**src/rtl/mtile_pkg.sv**
```systemverilog
// ----------------------------------------------------------------------------
// mtile_pkg: shared types and constants for the 4x4 matmul tile
// Tile geometry, field widths and the control bundle that the top level
// sends down to every tile cell.
// ----------------------------------------------------------------------------
package mtile_pkg;

  localparam int unsigned TILE_DIM        = 4;
  localparam int unsigned TILE_CELLS      = TILE_DIM * TILE_DIM;
  localparam int unsigned IDX_WIDTH       = $clog2(TILE_CELLS);
  localparam int unsigned CNT_WIDTH       = $clog2(TILE_CELLS + 1);
  localparam int unsigned POS_WIDTH       = $clog2(TILE_DIM);
  localparam int unsigned SUM_WIDTH       = 48;
  localparam int unsigned OUT_FIELD_BITS  = 2 * POS_WIDTH + SUM_WIDTH;
  localparam int unsigned OUT_TDATA_WIDTH = ((OUT_FIELD_BITS + 7) / 8) * 8;

  localparam int unsigned OPERAND_WIDTH_DEF = 16;
  localparam int unsigned ACC_WIDTH_DEF     = 48;

  // Per-cycle controls shared by all cells
  typedef struct packed {
    logic load_prod;  // capture a new operand pair product
    logic acc_en;     // add the held product into the accumulator
    logic snap;       // move the final sum into the drain chain, clear acc
    logic shift;      // advance the drain chain by one cell
  } cell_ctl_t;

endpackage

```
**src/rtl/mtile_cell.sv**
```systemverilog
// ----------------------------------------------------------------------------
// mtile_cell: one multiply-accumulate cell of the tile
// Registers one product, adds it into its accumulator, and holds one slot
// of the drain chain that shifts finished sums toward the output.
// ----------------------------------------------------------------------------
module mtile_cell #(
  parameter int unsigned OPERAND_WIDTH = mtile_pkg::OPERAND_WIDTH_DEF,
  parameter int unsigned ACC_WIDTH     = mtile_pkg::ACC_WIDTH_DEF
) (
  input  logic                      clk_i,
  input  logic                      rst_ni,
  input  mtile_pkg::cell_ctl_t      ctl_i,
  input  logic [OPERAND_WIDTH-1:0]  a_i,
  input  logic [OPERAND_WIDTH-1:0]  b_i,
  input  logic [ACC_WIDTH-1:0]      drain_next_i,
  output logic [ACC_WIDTH-1:0]      drain_o
);
  import mtile_pkg::*;

  localparam int unsigned PROD_WIDTH = 2 * OPERAND_WIDTH;

  logic signed [PROD_WIDTH-1:0] prod_d, prod_q;
  logic [ACC_WIDTH-1:0]         prod_ext;
  logic [ACC_WIDTH-1:0]         acc_d, acc_q;
  logic [ACC_WIDTH-1:0]         sum;
  logic [ACC_WIDTH-1:0]         drain_d, drain_q;

  assign prod_d = $signed(a_i) * $signed(b_i);

  generate
    if (ACC_WIDTH >= PROD_WIDTH) begin : g_ext
      assign prod_ext = {{(ACC_WIDTH - PROD_WIDTH){prod_q[PROD_WIDTH-1]}}, prod_q};
    end else begin : g_trunc
      assign prod_ext = prod_q[ACC_WIDTH-1:0];
    end
  endgenerate

  assign sum = acc_q + prod_ext;

  always_comb begin
    acc_d = acc_q;
    if (ctl_i.snap) begin
      acc_d = '0;
    end else if (ctl_i.acc_en) begin
      acc_d = sum;
    end
  end

  always_comb begin
    drain_d = drain_q;
    if (ctl_i.snap) begin
      drain_d = sum;
    end else if (ctl_i.shift) begin
      drain_d = drain_next_i;
    end
  end

  always_ff @(posedge clk_i or negedge rst_ni) begin
    if (!rst_ni) begin
      acc_q <= '0;
    end else begin
      acc_q <= acc_d;
    end
  end

  always_ff @(posedge clk_i) begin
    if (ctl_i.load_prod) begin
      prod_q <= prod_d;
    end
    drain_q <= drain_d;
  end

  assign drain_o = drain_q;

endmodule

```
**config.mk**
```make
export PLATFORM = sky130hd
export DESIGN_NAME = mtile_cell
export DESIGN_NICKNAME = d
export VERILOG_FILES = /design/src/rtl/mtile_pkg.sv /design/src/rtl/mtile_cell.sv
export SDC_FILE = /design/constraint.sdc
export NUM_CORES = 1
export LEC_CHECK = 0
export ABC_AREA = 1
export BUFFER_PORTS_ARGS = -buffer_cell sky130_fd_sc_hd__buf_2
export CORE_AREA = 2 2 237 239
export CTS_BUF_LIST = sky130_fd_sc_hd__clkbuf_4 sky130_fd_sc_hd__clkbuf_8
export DETAILED_ROUTE_END_ITERATION = 16
export DIE_AREA = 0 0 239 241
export PLACE_DENSITY = 0.53
export SETUP_SLACK_MARGIN = 0.3
export SLEW_MARGIN = 20
export SYNTH_ARGS = -nofsm -noshare
export SYNTH_HDL_FRONTEND = slang
export SYNTH_SLANG_ARGS = --single-unit
```
**constraint.sdc**
```tcl
create_clock -name clk_i -period 2.74 [get_ports clk_i]
set_input_delay 0.137 -clock clk_i [delete_from_list [all_inputs] [get_ports clk_i]]
set_output_delay 0.137 -clock clk_i [all_outputs]
set_load 0.05 [all_outputs]
```
==> report_table.html <==
<table>
<tr><th>Metric</th><th>Value</th></tr>
<tr><th colspan="2">Run status</th></tr>
<tr><td>Result of the run</td><td>complete, but fails checks</td></tr>
<tr><td>Violated checks</td><td>setup timing</td></tr>
<tr><th colspan="2">Setup path</th></tr>
<tr><td>Launching element of the worst setup path</td><td>b_i[15]</td></tr>
<tr><td>Setup slack of the worst register-to-register path</td><td>0.30 ns</td></tr>
<tr><td>Endpoint of the most critical setup path</td><td>prod_q[28]$_DFFE_PP_</td></tr>
<tr><td>Arr. time, crit path</td><td>4.91 ns</td></tr>
<tr><td>Critical path, cell by cell</td><td>buf_6 &gt; inv_4 &gt; buf_12 &gt; or2_4 &gt; fa_2 &gt; fa_2 &gt; inv_2 &gt; fa_2 &gt; fa_2 &gt; fa_1 &gt; inv_1 &gt; fa_2 &gt; inv_2 &gt; ha_4 &gt; nand2_4 &gt; nor2_4 &gt; inv_2 &gt; buf_4 &gt; nor2_2 &gt; nand4_1 &gt; nand4_1 &gt; nand2_1</td></tr>
<tr><td>Worst flop-to-flop path startpoint</td><td>prod_q[31]$_DFFE_PP_</td></tr>
<tr><td>Element type at the critical path end</td><td>register</td></tr>
<tr><td>Cell with the most instances on the worst path</td><td>fa_2</td></tr>
<tr><td>WS Path Type</td><td>input pin to register</td></tr>
<tr><td>Crit Path Max Fanout</td><td>5</td></tr>
<tr><td>Capturing point of the worst reg2reg path</td><td>drain_o[43]$_DFFE_PP_</td></tr>
<tr><td>CP peak stage delay</td><td>0.54 ns</td></tr>
<tr><td>Number of cells on the worst reg-to-reg path</td><td>15</td></tr>
<tr><td>Max stage delay cell, worst path</td><td>fa_2</td></tr>
<tr><td>Critical path required time</td><td>2.99 ns</td></tr>
<tr><td>Critical path startpoint category</td><td>input pin</td></tr>
<tr><th colspan="2">Logic synthesis</th></tr>
<tr><td>Number of flops mapped to enable cells by yosys</td><td>80</td></tr>
<tr><td>Area of the mapped netlist</td><td>0.0196 mm²</td></tr>
<tr><td>Count leader, synth</td><td>nand2_1</td></tr>
<tr><td>Flip-flop and latch count after synthesis</td><td>128</td></tr>
<tr><td>XOR/XNOR share of the synthesized area</td><td>2.10%</td></tr>
<tr><td>Simple-gate share of the synthesized area</td><td>26.0%</td></tr>
<tr><td>Average size of a mapped cell</td><td>7.17 µm²</td></tr>
<tr><td>Share of the synthesized area in compound gates (AO/OA/AOI/OAI)</td><td>3.20%</td></tr>
<tr><td>Combinational family with the most area after synthesis</td><td>adder cells</td></tr>
<tr><td>Top cells by area, synth</td><td>fa_1 (27%), nand2_1 (18%), inv_1 (14%), edfxtp_1 (12%), ha_1 (8.2%)</td></tr>
<tr><td>Multiplexer area fraction after synthesis</td><td>0%</td></tr>
<tr><td>Synthesized Nets</td><td>3217</td></tr>
<tr><td>Sequential share of the synthesized area</td><td>18.3%</td></tr>
<tr><td>Share of Yosys cell area claimed by the top area cell type</td><td>26.8%</td></tr>
<tr><td>Yosys cell types</td><td>36</td></tr>
<tr><td>Largest area contributor in the netlist</td><td>fa_1</td></tr>
<tr><td>Adder-cell area share of the yosys netlist</td><td>35.0%</td></tr>
<tr><td>Share of flip-flops with an asynchronous set or reset</td><td>37.5%</td></tr>
<tr><td>Yosys synthesis warning count</td><td>0</td></tr>
<tr><td>Gate Count Post-Synth</td><td>2739</td></tr>
<tr><td>Most numerous cell types in the synthesized netlist</td><td>nand2_1 (933), inv_1 (716), fa_1 (263), ha_1 (129), nand3_1 (122)</td></tr>
<tr><td>Prevailing post-synth register cell</td><td>edfxtp_1</td></tr>
<tr><th colspan="2">Min path</th></tr>
<tr><td>Class of the most critical hold timing path</td><td>input pin to register</td></tr>
<tr><td>Hold-critical path depth</td><td>3</td></tr>
<tr><th colspan="2">STA</th></tr>
<tr><td>Setup violations, final</td><td>27</td></tr>
<tr><td>Max-Slew Margin vs Limit</td><td>31.9%</td></tr>
<tr><td>Minimum period implied by the final worst setup slack</td><td>4.66 ns</td></tr>
<tr><td>Post-route clock period utilization</td><td>170%</td></tr>
<tr><td>Tightest Pin Transition</td><td>1.02 ns</td></tr>
<tr><td>Setup repair after global routing missed its margin</td><td>yes</td></tr>
<tr><td>Max Freq</td><td>215 MHz</td></tr>
<tr><td>Post-route setup slack</td><td>-1.92 ns</td></tr>
<tr><td>Count of pins over their slew limit</td><td>0</td></tr>
<tr><td>Final worst clock skew</td><td>0.0181 ns</td></tr>
<tr><td>Count of final hold-check violations</td><td>0</td></tr>
<tr><th colspan="2">Cells and area</th></tr>
<tr><td>Share of cells above drive strength 1</td><td>29.4%</td></tr>
<tr><td>Post-layout instance count excluding filler cells</td><td>3826</td></tr>
<tr><td>Final Instance Area</td><td>0.0268 mm²</td></tr>
<tr><td>Final #Nets</td><td>3587</td></tr>
<tr><td>Area growth from synthesis to layout</td><td>36.4%</td></tr>
<tr><td>ANT cells</td><td>0</td></tr>
<tr><th colspan="2">Floorplanning</th></tr>
<tr><td>Area of the core</td><td>0.0549 mm²</td></tr>
<tr><td>Top Ports</td><td>134</td></tr>
<tr><td>Initial core utilization</td><td>35.8%</td></tr>
<tr><td>Die Y-Extent</td><td>241 µm</td></tr>
<tr><td>Width of the chip</td><td>239 µm</td></tr>
<tr><td>Area enclosed by the die boundary</td><td>0.0576 mm²</td></tr>
<tr><td>Count of standard-cell rows</td><td>86</td></tr>
<tr><th colspan="2">Drt</th></tr>
<tr><td>Post-detailed-route count of antenna-violating nets</td><td>0</td></tr>
<tr><td>Detailed-router iteration count before antenna repair</td><td>5</td></tr>
<tr><td>Detailed-route via count</td><td>17800</td></tr>
<tr><td>Aggregate routed wire length</td><td>61.3 mm</td></tr>
<tr><td>Highest metal layer with signal wires</td><td>met4</td></tr>
<tr><td>Post-detailed-route via-to-cell ratio</td><td>4.65</td></tr>
<tr><td>Routed metal-1 wirelength</td><td>28.4 mm</td></tr>
<tr><td>Length of routed met3 wiring</td><td>2.20 mm</td></tr>
<tr><td>Average wire per cell in the routed design</td><td>16.0 µm</td></tr>
<tr><td>Residual DRC</td><td>0</td></tr>
<tr><td>Number of DRC violations after detailed-routing iteration 0</td><td>923</td></tr>
<tr><td>Sum of met2 wire segment lengths after detailed routing</td><td>29.6 mm</td></tr>
<tr><th colspan="2">Placed design</th></tr>
<tr><td>GPL Wtd Cong</td><td>0.953</td></tr>
<tr><td>DP Area</td><td>0.0233 mm²</td></tr>
<tr><td>Post-DP HPWL</td><td>51.1 mm</td></tr>
<tr><td>Inst Count DP</td><td>3708</td></tr>
<tr><td>Count of buffers inserted at the top-level ports</td><td>133</td></tr>
<tr><th colspan="2">Global route</th></tr>
<tr><td>Largest net degree at the start of global routing</td><td>49</td></tr>
<tr><td>Wire length of the first global-routing pass</td><td>97.8 mm</td></tr>
<tr><td>Overall Global Routing Usage</td><td>21.9%</td></tr>
<tr><td>Grt total ovfl</td><td>0</td></tr>
<tr><td>Number of antenna violations at the first check in global routing</td><td>0</td></tr>
<tr><td>Via count of the first global-routing pass</td><td>18600</td></tr>
<tr><th colspan="2">Clock tree</th></tr>
<tr><td>Clock transition at the register clock pins on the worst setup and hold paths after CTS</td><td>0.09 ns</td></tr>
<tr><td>CTS Root Cell</td><td>clkbuf_8</td></tr>
<tr><td>TritonCTS clock tree</td><td>yes</td></tr>
<tr><td>CTS Buffer Depth</td><td>2</td></tr>
<tr><td>Num CTS Buffers</td><td>17</td></tr>
<tr><td>Clk Latency, worst-skew pair</td><td>0.50 ns</td></tr>
<tr><td>Count of H-tree levels built during CTS</td><td>4</td></tr>
<tr><td>CTS Sinks</td><td>128</td></tr>
<tr><th colspan="2">Flow run</th></tr>
<tr><td>Number of max-cap violations</td><td>0</td></tr>
</table>
-- worst min-delay path by stage --
stage	startpoint	endpoint	slack [ns]
final	drain_next_i[17]	drain_o[17]$_DFFE_PP_	0.17
after global routing	drain_next_i[17]	drain_o[17]$_DFFE_PP_	0.11
after CTS	drain_next_i[17]	drain_o[17]$_DFFE_PP_	0.10
after detailed placement	rst_ni	acc_q[0]$_DFFE_PN0P_	0.34
after global placement	rst_ni	acc_q[0]$_DFFE_PN0P_	0.32
after floorplan	rst_ni	acc_q[0]$_DFFE_PN0P_	-0.16
-- state kept, by name, indices dropped and copies added, names as in the netlist --
name     count
acc_q       48
prod_q      32
drain_o     48
-- final cells by class --
class	instances	area, µm²
Multi-Input combinational cell	1813	15500
Sequential cell	128	3600
Timing Repair Buffer	428	3670
Fill cell	5475	28100
Clock buffer	17	234
Tap cell	704	881
Inverter	721	2720
Clock inverter	15	139
-- through the flow --
| step | TNS [ns] | hold slack [ns] | util, % | setup slack [ns] |
|---|---|---|---|---|
| finish | -42.35 | 0.170 | 48.8 | -1.92 |
| global route | -46.35 | 0.109 | 48.8 | -2.09 |
| CTS | -41.92 | 0.104 | 46.0 | -1.91 |
| detailed placement | -60.99 | 0.338 | 42.4 | -2.68 |
| global placement | -60.09 | 0.322 | 42.4 | -2.65 |
| floorplan | -48.69 | -0.159 | - | -2.25 |
-- placed cells by master, fill, tap and decap left out, drive strengths merged --
cell	instances
o21ai	44
clkinv	3
fa	263
a21boi	1
buf	378
o211ai	2
o2111ai	1
nor2	131
nand3b	13
edfxtp	80
dlygate4sd3	48
nand4	21
and2	2
xnor2	26
bufbuf	1
inv	731
nor4	1
o21bai	6
a21o	7
clkbuf	18
dfrtp	48
ha	129
xor2	21
nand2	938
clkinvlp	2
nor3	17
a21oi	55
nand3	125
or2	10
-- cells by family after synthesis --
kind of cell,count (synthesis)
AOI/OAI and AO/OA,116
buffers and inverters,798
xor gates and xnor gates,47
and+or+nand+nor,1258
adders and majority gates,392
DFF,128
-- routing by layer --
metal | vias to the layer above | GRT usage [%]
li1 | 8763 | -
met1 | 8619 | 29.5
met2 | 331 | 38.1
met3 | 63 | 2.13
met4 | 0 | 4.94
met5 | - | 0
-- critical path: cells and delay by family --
family,cells,cell delay [ns]
simple gates,7,0.94
buf+inv,8,0.55
fa+ha+maj,7,3.28
-- what timing repair did --
item                       CTS  global route
gates cloned                 5             1
hold endpoints to repair    95             0
setup buffers               10            22
setup endpoints to repair   52            68
hold buffers                48             0
resized for setup          252           317
pin swaps                   87           123
Power is not shown: default switching activity piles up to over one toggle a cycle in this logic, so the estimate is an artifact.
